`src/design/chordality_test_mcs_defines.svh`:
```
// Assertion macros for the chordality test block
`ifndef CHORDALITY_TEST_MCS_DEFINES_SVH
`define CHORDALITY_TEST_MCS_DEFINES_SVH
`ifndef SYNTH
`define CTM_ASSERT(label, clk, rst, prop, msg) \
  label: assert property (@(posedge clk) disable iff (rst) prop) else $error(msg);
`define CTM_ASSERT_NR(label, clk, prop, msg) \
  label: assert property (@(posedge clk) prop) else $error(msg);
`else
`define CTM_ASSERT(label, clk, rst, prop, msg)
`define CTM_ASSERT_NR(label, clk, prop, msg)
`endif
`endif

```
`src/design/ctm_pkg.sv`:
```
// Shared constants for the chordality test block
package ctm_pkg;
  localparam int MaxVertices = 32;
  localparam int IdxW = 5;
  localparam int CntW = 6;
  localparam logic [CntW-1:0] VertexCountReset = 6'd32;
endpackage

```
`src/design/ctm_adj_mem.sv`:
```
// Adjacency row memory, one write and one registered read port
module ctm_adj_mem #(
  parameter int NV = ctm_pkg::MaxVertices,
  parameter int AW = (NV > 1) ? $clog2(NV) : 1
) (
  input  logic          clk,
  input  logic          wr_en,
  input  logic [AW-1:0] wr_addr,
  input  logic [31:0]   wr_data,
  input  logic [AW-1:0] rd_addr,
  output logic [31:0]   rd_data
);
  logic [31:0] mem [NV];

  always_ff @(posedge clk) begin
    if (wr_en) begin
      mem[wr_addr] <= wr_data;
    end
    rd_data <= mem[rd_addr];
  end
endmodule

```
`config.mk`:
```
export PLATFORM = sky130hd
export DESIGN_NAME = ctm_adj_mem
export DESIGN_NICKNAME = d
export VERILOG_FILES = /design/src/design/chordality_test_mcs_defines.svh /design/src/design/ctm_pkg.sv /design/src/design/ctm_adj_mem.sv
export SDC_FILE = /design/constraint.sdc
export NUM_CORES = 1
export LEC_CHECK = 0
export ABC_AREA = 1
export BUFFER_PORTS_ARGS = -buffer_cell sky130_fd_sc_hd__buf_2
export CORE_MARGIN = 5
export CORE_UTILIZATION = 56
export DETAILED_ROUTE_END_ITERATION = 7
export PLACE_DENSITY = 0.75
export SLEW_MARGIN = 5
export SYNTH_ARGS = -nofsm -noshare
export SYNTH_HDL_FRONTEND = slang
export SYNTH_SLANG_ARGS = --single-unit
```
`constraint.sdc`:
```
create_clock -name clk -period 2.7 [get_ports clk]
set_input_delay 0.81 -clock clk [delete_from_list [all_inputs] [get_ports clk]]
set_output_delay 0.81 -clock clk [all_outputs]
set_load 0.01 [all_outputs]
```
=== Word level (Yosys, flattened, before mapping) ===
Memories as Yosys holds them, arrays and structs flattened. A register that Yosys moved wholly into a read port is not among the register bits.
Index checks and enable logic that the tools add are counted.

* Memories kept: 1
* ROM bits: 0
* Bits in registers: 0
* Latch bits: 0
* Input port bits: 44
* Word-level logic and storage cells: 3
* RAM bits: 1024

{| class="wikitable"
|+ Memory list
! name !! depth !! width !! read ports !! clocked after memory_dff !! wr ports !! RTL line !! text
|-
| mem || 32 || 32 || 1 || 1 || 1 || ctm_adj_mem.sv:13 || <nowiki>logic [31:0] mem [NV];</nowiki>
|}

* Shift operators: 0
* Add/sub/neg operators: 0
* Bitwise logic cells: 0
* Eq/ne operators: 0
* Multiplexer cells: 2
* Reductions and logical operators: 0
* Multipliers: 0
* $lt $le $gt $ge: 0
* Div/mod/pow operators: 0

{| class="wikitable"
|+ Operators by type and width
! cell !! count
|-
| 1-bit 2-to-1 mux || 2
|}

=== Depth between registers and ports, before layout ===
Gate-level depths: netlist of the first run.

* Depth after elaboration: 2
* Depth in mapped cells: 12
* Depth with buffers taken out: 9

=== Worst setup path after synthesis of the first run ===
Ideal clock, no wire load.

* Kind: input to register
* Start point: input wr_addr[0]
* End point: memory mem[8][0] (enable)
* Setup slack: -0.186 ns
* Buffers on the path: 0
* Setup time: 0.421 ns
* Arrival time: 2.465 ns
* Required time: 2.279 ns
* Cell stages on the path: 3
* Cell sequence: inv_1 nand3_1 nor2_1

{| class="wikitable"
|+ RTL lines
! what !! RTL line !! text
|-
| from (decl) || ctm_adj_mem.sv:8 || <nowiki>input logic [AW-1:0] wr_addr,</nowiki>
|-
| to (decl) || ctm_adj_mem.sv:13 ||
|}

No word-level cell before the write port.

=== Worst setup path after layout of the first run ===
* Start point: register rd_data[16] (read register of mem)
* End point: output rd_data[16]

{| class="wikitable"
|+ RTL lines
! what !! RTL line !! text
|-
| from (decl) || ctm_adj_mem.sv:11 || <nowiki>output logic [31:0] rd_data</nowiki>
|}

No word-level cell between the ends.

==> results.md, run 1 <==
- Of the available clock period, the critical path in the final layout requires 0.817.
- After synthesis, the cell types taking the most area are sky130_fd_sc_hd__edfxtp_1, sky130_fd_sc_hd__nand2_1, sky130_fd_sc_hd__nand3_1.
- Counting every instance in the synthesized netlist gives 3,536.
- IR analysis of the VDD net gives a maximum drop of 0.000560 V.
- For this design, the slowest cell found on the critical path is sky130_fd_sc_hd__dfxtp_1.
- The initial utilization of the core area, before any placement, comes to 0.561.
- The detailed router placed 28,000 vias in this run.
- The count of nets after finishing is 3,666.
- The average cell area after synthesis is 12.0 um^2.
- Dividing total power by cell area gives a power density of 719 nW/um^2.
- STA classifies the critical path endpoint as a primary output.
- The count of warnings emitted by yosys is 0.
- Dividing the detail-routed wire length by the instance count gives 23.5 um.
- STA classifies the critical path startpoint as a flop.
- At the later pin of the worst-skew pair, clock insertion delay measures 670 ps.
- The number of global-route vias before repair is 27,300.
- Setup repair after global routing left no endpoint under its margin.
- The floorplan has 101 rows.
- The first element of the critical path is rd_data[16].
- sky130_fd_sc_hd__edfxtp_1 takes more of the synthesized area than any other cell.
- The TritonCTS clock tree is built.
- The via-per-instance ratio is 5.98.
- After clock tree synthesis, the flow added hold-fix buffers numbering 0.
- The final cell area excluding filler cells is 47,900 um^2.
- In this run the worst hold path is classified as in -> reg.
- For this run, design rule violations remaining after detail routing come to 0.
- Clock tree synthesis found a total of 1,056 sinks.
- Once the clock tree was built, the resizer swapped 0 gates to a different size.
- The kind of cell with the highest combined delay along the critical path is flip-flops.
- The count of non-filler cells in the finished layout is 4,689.
- At the end of the flow the core is filled with cells to 0.634.
- The post-synthesis to final-layout area growth is 13.1%.
- The number of top-level design ports is 76.
- The initial antenna violation count came to 6.
- The synthesized netlist net count is 3,580.
- The die is 285 um tall.
- The total congestion overflow after global routing is 0.
- The post-synthesis sequential area ratio is 0.740.
- The flip-flop and latch count after synthesis is 1,056.
- The worst register-to-register path begins at mem[26][30].
- No sink is reached through more buffers than the 3 on the longest clock path.
- In this run the most critical hold path is launched from rd_addr[3].
- The routability congestion estimate from global placement is 0.802.
- The count of max-cap constraint violations is 0.
- The area of the placeable core is 75,600 um^2.
- The max-slew violation count came to 0.
- The run finished with clean final reports.
- The tightest hold margin is 627 ps.
- The number of buffers added on ports is 75.
- Entering global routing, the biggest net connects 108 pins.
- The clock transition at the registers of the reported paths is 60 ps.
- The H-tree was split into 3 levels.
- The die is 285 um wide.
- After layout, the minimum clock period comes to 2200 ps.
- Once placement finished, the instance area stood at 44,600 um^2.
- The number of setup buffers added after CTS is 0.
- The total die area is 81,300 um^2.
- Of the cells placed in the final design, the portion with a size suffix greater than 1 is 0.104.
- In this run the register-to-register setup slack is 1530 ps.
- The biggest cell delay along the critical path is 520 ps.
- Clock tree synthesis inserted a total of 99 buffers.
- The cell count after placement is 4,499.
- The signal on the critical path passes through buf_2.
- In this run the clock root is driven by a sky130_fd_sc_hd__clkbuf_16.
- The analysis attributes to cell leakage a power of 17.6 nW.
- In the global route stage, overall resource usage came out at 0.267.
- The classification of the worst setup path is reg -> out.
- The worst-margin pin slew is 635 ps.
- The post-synth design cell area is 42,400 um^2.
- The cell depth of the worst hold path is 5.
- The total iterations of the first detailed-routing run is 5.
- Of the post-synthesis cell area, the dominant cell type holds 0.725.
- The first routing iteration left 3,470 violations.
- The required time reported for the critical path endpoint is 1890 ps.
- The number of cells on the worst reg-to-reg path is 8.
- For the final routed database, the setup TNS stands at 0 ps.
- The count of cell types in the netlist is 14.
- The critical path buffer and inverter count is 1.
- Once detail routing completed, the nets flagged for antenna violations numbered 0.
- Timing would allow up to 454 MHz.
- The worst hold path terminates at rd_data[10].
- The count of endpoints failing hold in the final timing report is 0.
- The final-report setup violation count is 0.
- The HPWL after detailed placement is 58,800 um.
- The routed design has 110,000 um of wire.
- The arrival time of data at the critical path endpoint is 1390 ps.
- Across the routed clock network, the largest skew measured is 19.2 ps.
- In this run the worst path has a maximum fanout of 1.
- The first global-routing pass estimated 165,000 um of wire.
- The endpoint identified for the worst register-to-register timing path is rd_data[30].
- The worst pin sits at a relative slew slack of 0.576.
-- cell type report --
cell class	instances	area (um^2)
Tap cell	978	1220
Antenna cell	3	7.51
Timing Repair Buffer	203	2290
Fill cell	5364	27600
Clock inverter	56	578
Inverter	10	67.6
Multi-Input combinational cell	2252	9670
Clock buffer	131	2720
Sequential cell	1056	31400
-- state kept, by name (all words and copies together) (netlist names) --
register and cells:
mem 1024, rd_data 32
-- layer usage --
metal / routed length (um) / global-route usage / vias to the layer above
met5: 13 / 0 / -
met4: 4290 / 0.107 / 2
met3: 11300 / 0.0464 / 285
met2: 52900 / 0.436 / 1626
met1: 41500 / 0.363 / 13600
li1: - / - / 12500
-- synthesized netlist by cell type --
master and count:
sky130_fd_sc_hd__clkbuf_1 24, sky130_fd_sc_hd__nand3_1 780, sky130_fd_sc_hd__buf_6 66, sky130_fd_sc_hd__inv_8 1, sky130_fd_sc_hd__nor2_1 32, sky130_fd_sc_hd__inv_1 7
sky130_fd_sc_hd__dfxtp_1 32, sky130_fd_sc_hd__buf_8 3, sky130_fd_sc_hd__edfxtp_1 1024, sky130_fd_sc_hd__buf_4 24, sky130_fd_sc_hd__buf_2 83, sky130_fd_sc_hd__nand2_1 1440
sky130_fd_sc_hd__inv_2 2, sky130_fd_sc_hd__buf_1 18
-- per-stage QoR --
step	total power, mW	setup WS [ps]
floorplan	19.9	-186
global placement	20.7	330
detailed placement	20.8	301
CTS	34.6	517
global route	35.6	450
finish	34.5	495
-- power by group --
group	total, mW	internal, mW	switching [mW]
combinational	2.14	0.614	1.53
sequential	18.3	18.2	0.0849
clock	14.0	8.14	5.89
total	34.5	27.0	7.50
-- cell usage in the layout (no fill, tap or decap), drive strengths merged, types with 4 or more instances in the layout --
cell type	count
edfxtp	1024
nand3	780
dfxtp	32
nor2	32
clkinv	38
nand2	1440
bufinv	11
clkinvlp	4
buf	203
clkbuf	131
inv	13
-- cell families (layout without fill, tap and decap cells) --
logic type | after synthesis | after routing | share of synthesized area
buffers and inverters | 228 | 400 | 0.0374
DFF | 1056 | 1056 | 0.740
other | 0 | 3 | 0
and+or+nand+nor | 2252 | 2252 | 0.222
-- how the worst max path moves through the flow --
stage	to	slack (ps)	cells past startpoint
floorplan	mem[8][0]	-190	3
global placement	mem[15][28]	330	5
detailed placement	mem[15][28]	300	5
CTS	rd_data[16]	520	1
global route	rd_data[16]	450	1
finish	rd_data[16]	500	1
Power figures use the tool's default switching activity.
==> run 2: changes to the inputs <==
clock period = 1.95 ns   (was 2.7 ns; I/O delays follow)
==> run 2 against run 1 <==
First-iteration DRC count up 1.1%. Largest cell class unchanged. Critical path type unchanged. Flip-flop and latch count stayed put. Register-to-register slack lost 820 ps.
==> results.md, run 2 (synthesis gave the netlist of run 1 again) <==
- Unrepaired setup endpoints after global routing: false (unchanged).
- The cell type of the slowest stage on the worst timing path is sky130_fd_sc_hd__dfxtp_1 (unchanged).
- The origin of the worst min-delay path is rd_addr[4] (was rd_addr[3]).
- The worst max-slew margin expressed relative to the limit is 0.611 (was 0.576).
- The TritonCTS clock tree is built (unchanged).
- The die extent in x came to 285 um (unchanged).
- The detailed placer's ending HPWL is 63,500 um (was 58,800 um).
- The ratio of cells with drive above 1 in the final layout was 0.123 (was 0.104).
- The initial core utilization is 0.561 (unchanged).
- The maximum clock path buffer count is 3 (unchanged).
- The cell family with the largest share of critical-path delay is flip-flops (unchanged).
- The shortest clock period the worst path allows after layout is 1920 ps.
- The total negative slack for setup checks came to 0 ps (unchanged).
- The number of nets still failing antenna checks after routing came to 0 (unchanged).
- The vertical die dimension came to 285 um (unchanged).
- The cell leakage power is 18.2 nW (was 17.6 nW).
- The switching share of power is 0.218 (about the same).
- For this run, the top clock speed supported by timing is 522 MHz.
- The count of nets after finishing came to 3,747 (was 3,666).
- The endpoint of the lowest-slack register-to-register path is rd_data[14] (was rd_data[30]).
- The routability congestion estimate from global placement is 0.814 (was 0.802).
- The clock root buffer master is sky130_fd_sc_hd__clkbuf_16 (unchanged).
- The kind of start point of the critical path was a flop (unchanged).
- The tightest hold margin was 337 ps (was 627 ps).
- The worst-margin pin slew is 583 ps (was 635 ps).
- The area of the placeable core came to 75,600 um^2 (unchanged).
- The part of the power in registers is 0.534 (was 0.531).
- The sum of internal, switching and leakage power is 47.5 mW (was 34.5 mW).
- The number of top-level design ports was 76 (unchanged).
- The clock share of power is 0.399 (was 0.407).
- The total wire length after detailed routing was 112,000 um (was 110,000 um).
- The internal power contribution is 37.1 mW (was 27.0 mW).
- The first-pass GRT wire length is 167,000 um (was 165,000 um).
- The number of DRC markers in iteration 0 was 3,508 (was 3,470).
- The ratio of final minimum period to clock period is 0.982.
- The count of max-cap constraint violations is 0 (unchanged).
- Crit-path cells: buf_2 (unchanged).
- The worst supply voltage drop on vdd is 0.000621 V (was 0.000560 V).
- The number of fill cells came to 5,208 (was 5,364).
- The number of flip-flops under the largest register name is 1,024 (unchanged).
- The logic depth of the worst setup path including buffers came to 1 (unchanged).
- The path type of the worst min-delay path is in -> reg (unchanged).
- Status: completed (unchanged).
- The end of the critical path is rd_data[18] (was rd_data[16]).
- The total die area is 81,300 um^2 (unchanged).
- The number of CTS-inserted buffers is 100 (was 99).
- The startpoint of the worst-slack reg-to-reg timing path is mem[21][14] (was mem[26][30]).
- The logic gate share of total power was 0.067 (was 0.062).
- The critical path buffer and inverter count is 1 (unchanged).
- The register with the most flip-flops was mem (unchanged).
- The initial antenna violation count came to 11 (was 6).
- The sort of element at the end of the critical path was a primary output (unchanged).
- The global-route usage over all layers is 0.273 (was 0.267).
- The post-synthesis to final-layout area growth is 15.3% (was 13.1%).
- Top library cells by usage in the layout, fill and taps aside: sky130_fd_sc_hd__nand2_1, sky130_fd_sc_hd__edfxtp_1, sky130_fd_sc_hd__nand3_1 (unchanged).
- The via-per-instance ratio came to 5.95 (was 5.98).
- The number of global-route vias before repair is 27,300 (about the same).
- The detailed-route wire length per cell came to 23.6 um (was 23.5 um).
- The clock latency of the later-clocked register in the worst-skew pair is 650 ps (was 670 ps).
- The number of vias in the routed layout was 28,400 (was 28,000).
- The worst setup slack before clock tree synthesis came to -52.5 ps (was 301 ps).
- The switching power total came to 10.4 mW (was 7.50 mW).
- The max-slew violation count was 0 (unchanged).
- The final worst-path setup slack is 34.7 ps (was 495 ps).
- The largest net degree at the start of global routing was 70 (was 108).
- The total iterations of the first detailed-routing run is 6 (was 5).
- The clock transition at the registers of the reported paths is 60 ps (about the same).
- The first element of the critical path is rd_data[18] (was rd_data[16]).
- The most frequent standard cell in the layout excluding fill and tap cells is sky130_fd_sc_hd__nand2_1 (unchanged).
- The sink count of the clock tree is 1,056 (unchanged).
- The classification of the worst setup path was reg -> out (unchanged).
- The remaining design rule violation count came to 0 (unchanged).
- The required time reported for the critical path endpoint is 1360 ps (was 1890 ps).
- The total congestion overflow after global routing was 0 (unchanged).
- The post-cts hold buffer count was 0 (unchanged).
- The arrival time of data at the critical path endpoint is 1330 ps (was 1390 ps).
- The minimum setup slack among reg-to-reg paths was 710 ps (was 1530 ps).
- The largest fanout of any net on the critical path is 1 (unchanged).
- The power density over cell area came to 971 nW/um^2 (was 719 nW/um^2).
- The number of placement rows is 101 (unchanged).
- The final worst clock skew is 16.2 ps (was 19.2 ps).
- The count of endpoints failing hold in the final timing report is 0 (unchanged).
- The biggest cell delay along the critical path is 480 ps (was 520 ps).
- The final-report setup violation count is 0 (unchanged).
- The number of cells traversed by the worst register-to-register path is 8 (unchanged).
- The number of buffers added on ports is 75 (unchanged).
- Largest registers ranked by flip-flop count: mem x1024, rd_data x32 (unchanged).
- The H-tree level count came to 3 (unchanged).
- The post-layout utilization of the core came to 0.647 (was 0.634).
run 2: changes by cell type in the layout (fill, tap and decap cells not counted), moves of 2 or more:
cell	previous run	this run
sky130_fd_sc_hd__dfxtp_1	32	30
sky130_fd_sc_hd__inv_6	5	2
sky130_fd_sc_hd__clkinv_8	2	0
sky130_fd_sc_hd__dfxtp_2	0	2
sky130_fd_sc_hd__clkbuf_16	101	103
sky130_fd_sc_hd__clkinv_2	16	24
sky130_fd_sc_hd__clkbuf_1	22	19
sky130_fd_sc_hd__buf_4	55	99
sky130_fd_sc_hd__clkbuf_8	8	5
sky130_fd_sc_hd__bufinv_16	11	8
sky130_fd_sc_hd__buf_12	74	110
run 2: worst min path at each step:
stage / to / cells after the start
final: rd_data[30] / 3
after global routing: rd_data[19] / 3
after CTS: rd_data[19] / 3
after detailed placement: rd_data[10] / 8
after global placement: rd_data[1] / 8
after floorplan: mem[0][0] / 0
run 2: what timing repair did:
item                                    in CTS  in global routing
endpoints found under the setup margin       2                  0
setup buffers                                0                  0
resized for setup                            2                  0
run 2: per-stage QoR:
| step | instances | instance area [um^2] |
|---|---|---|
| finish | 4766 | 48900 |
| global route | 4765 | 48900 |
| CTS | 4764 | 48900 |
| detailed placement | 4579 | 45700 |
| global placement | 4579 | 45700 |
| floorplan | 3536 | 42600 |
run 2: cell type report:
type,count,area (um^2),share of cell area
antenna,2,5.00,0.000102
clock buffer,127,2720,0.0556
clock inverter,58,479,0.00980
inverter,10,66.3,0.00136
multi-input combinational,2252,9670,0.198
sequential,1056,31400,0.642
tap,978,1220,0.0250
timing repair buffer,283,3340,0.0683
run 2: routing by layer:
metal,vias to the layer above,part of all wire,GRT usage,wire length [um]
li1,12700,-,-,-
met4,6,0.041,0.108,4560
met3,322,0.10,0.0422,11600
met2,1668,0.49,0.448,54500
met5,-,0.00032,0,36
met1,13700,0.37,0.372,41600
run 2: power groups by stage:
stage	sequential (mW)	combinational (mW)	clock [mW]
6_report	25.4	3.17	19.0
5_1_grt	25.4	3.45	20.1
4_1_cts	25.4	3.14	19.1
3_5_place_dp	25.8	3.10	0
3_3_place_gp	25.8	3.03	0
2_1_floorplan	25.8	1.76	0
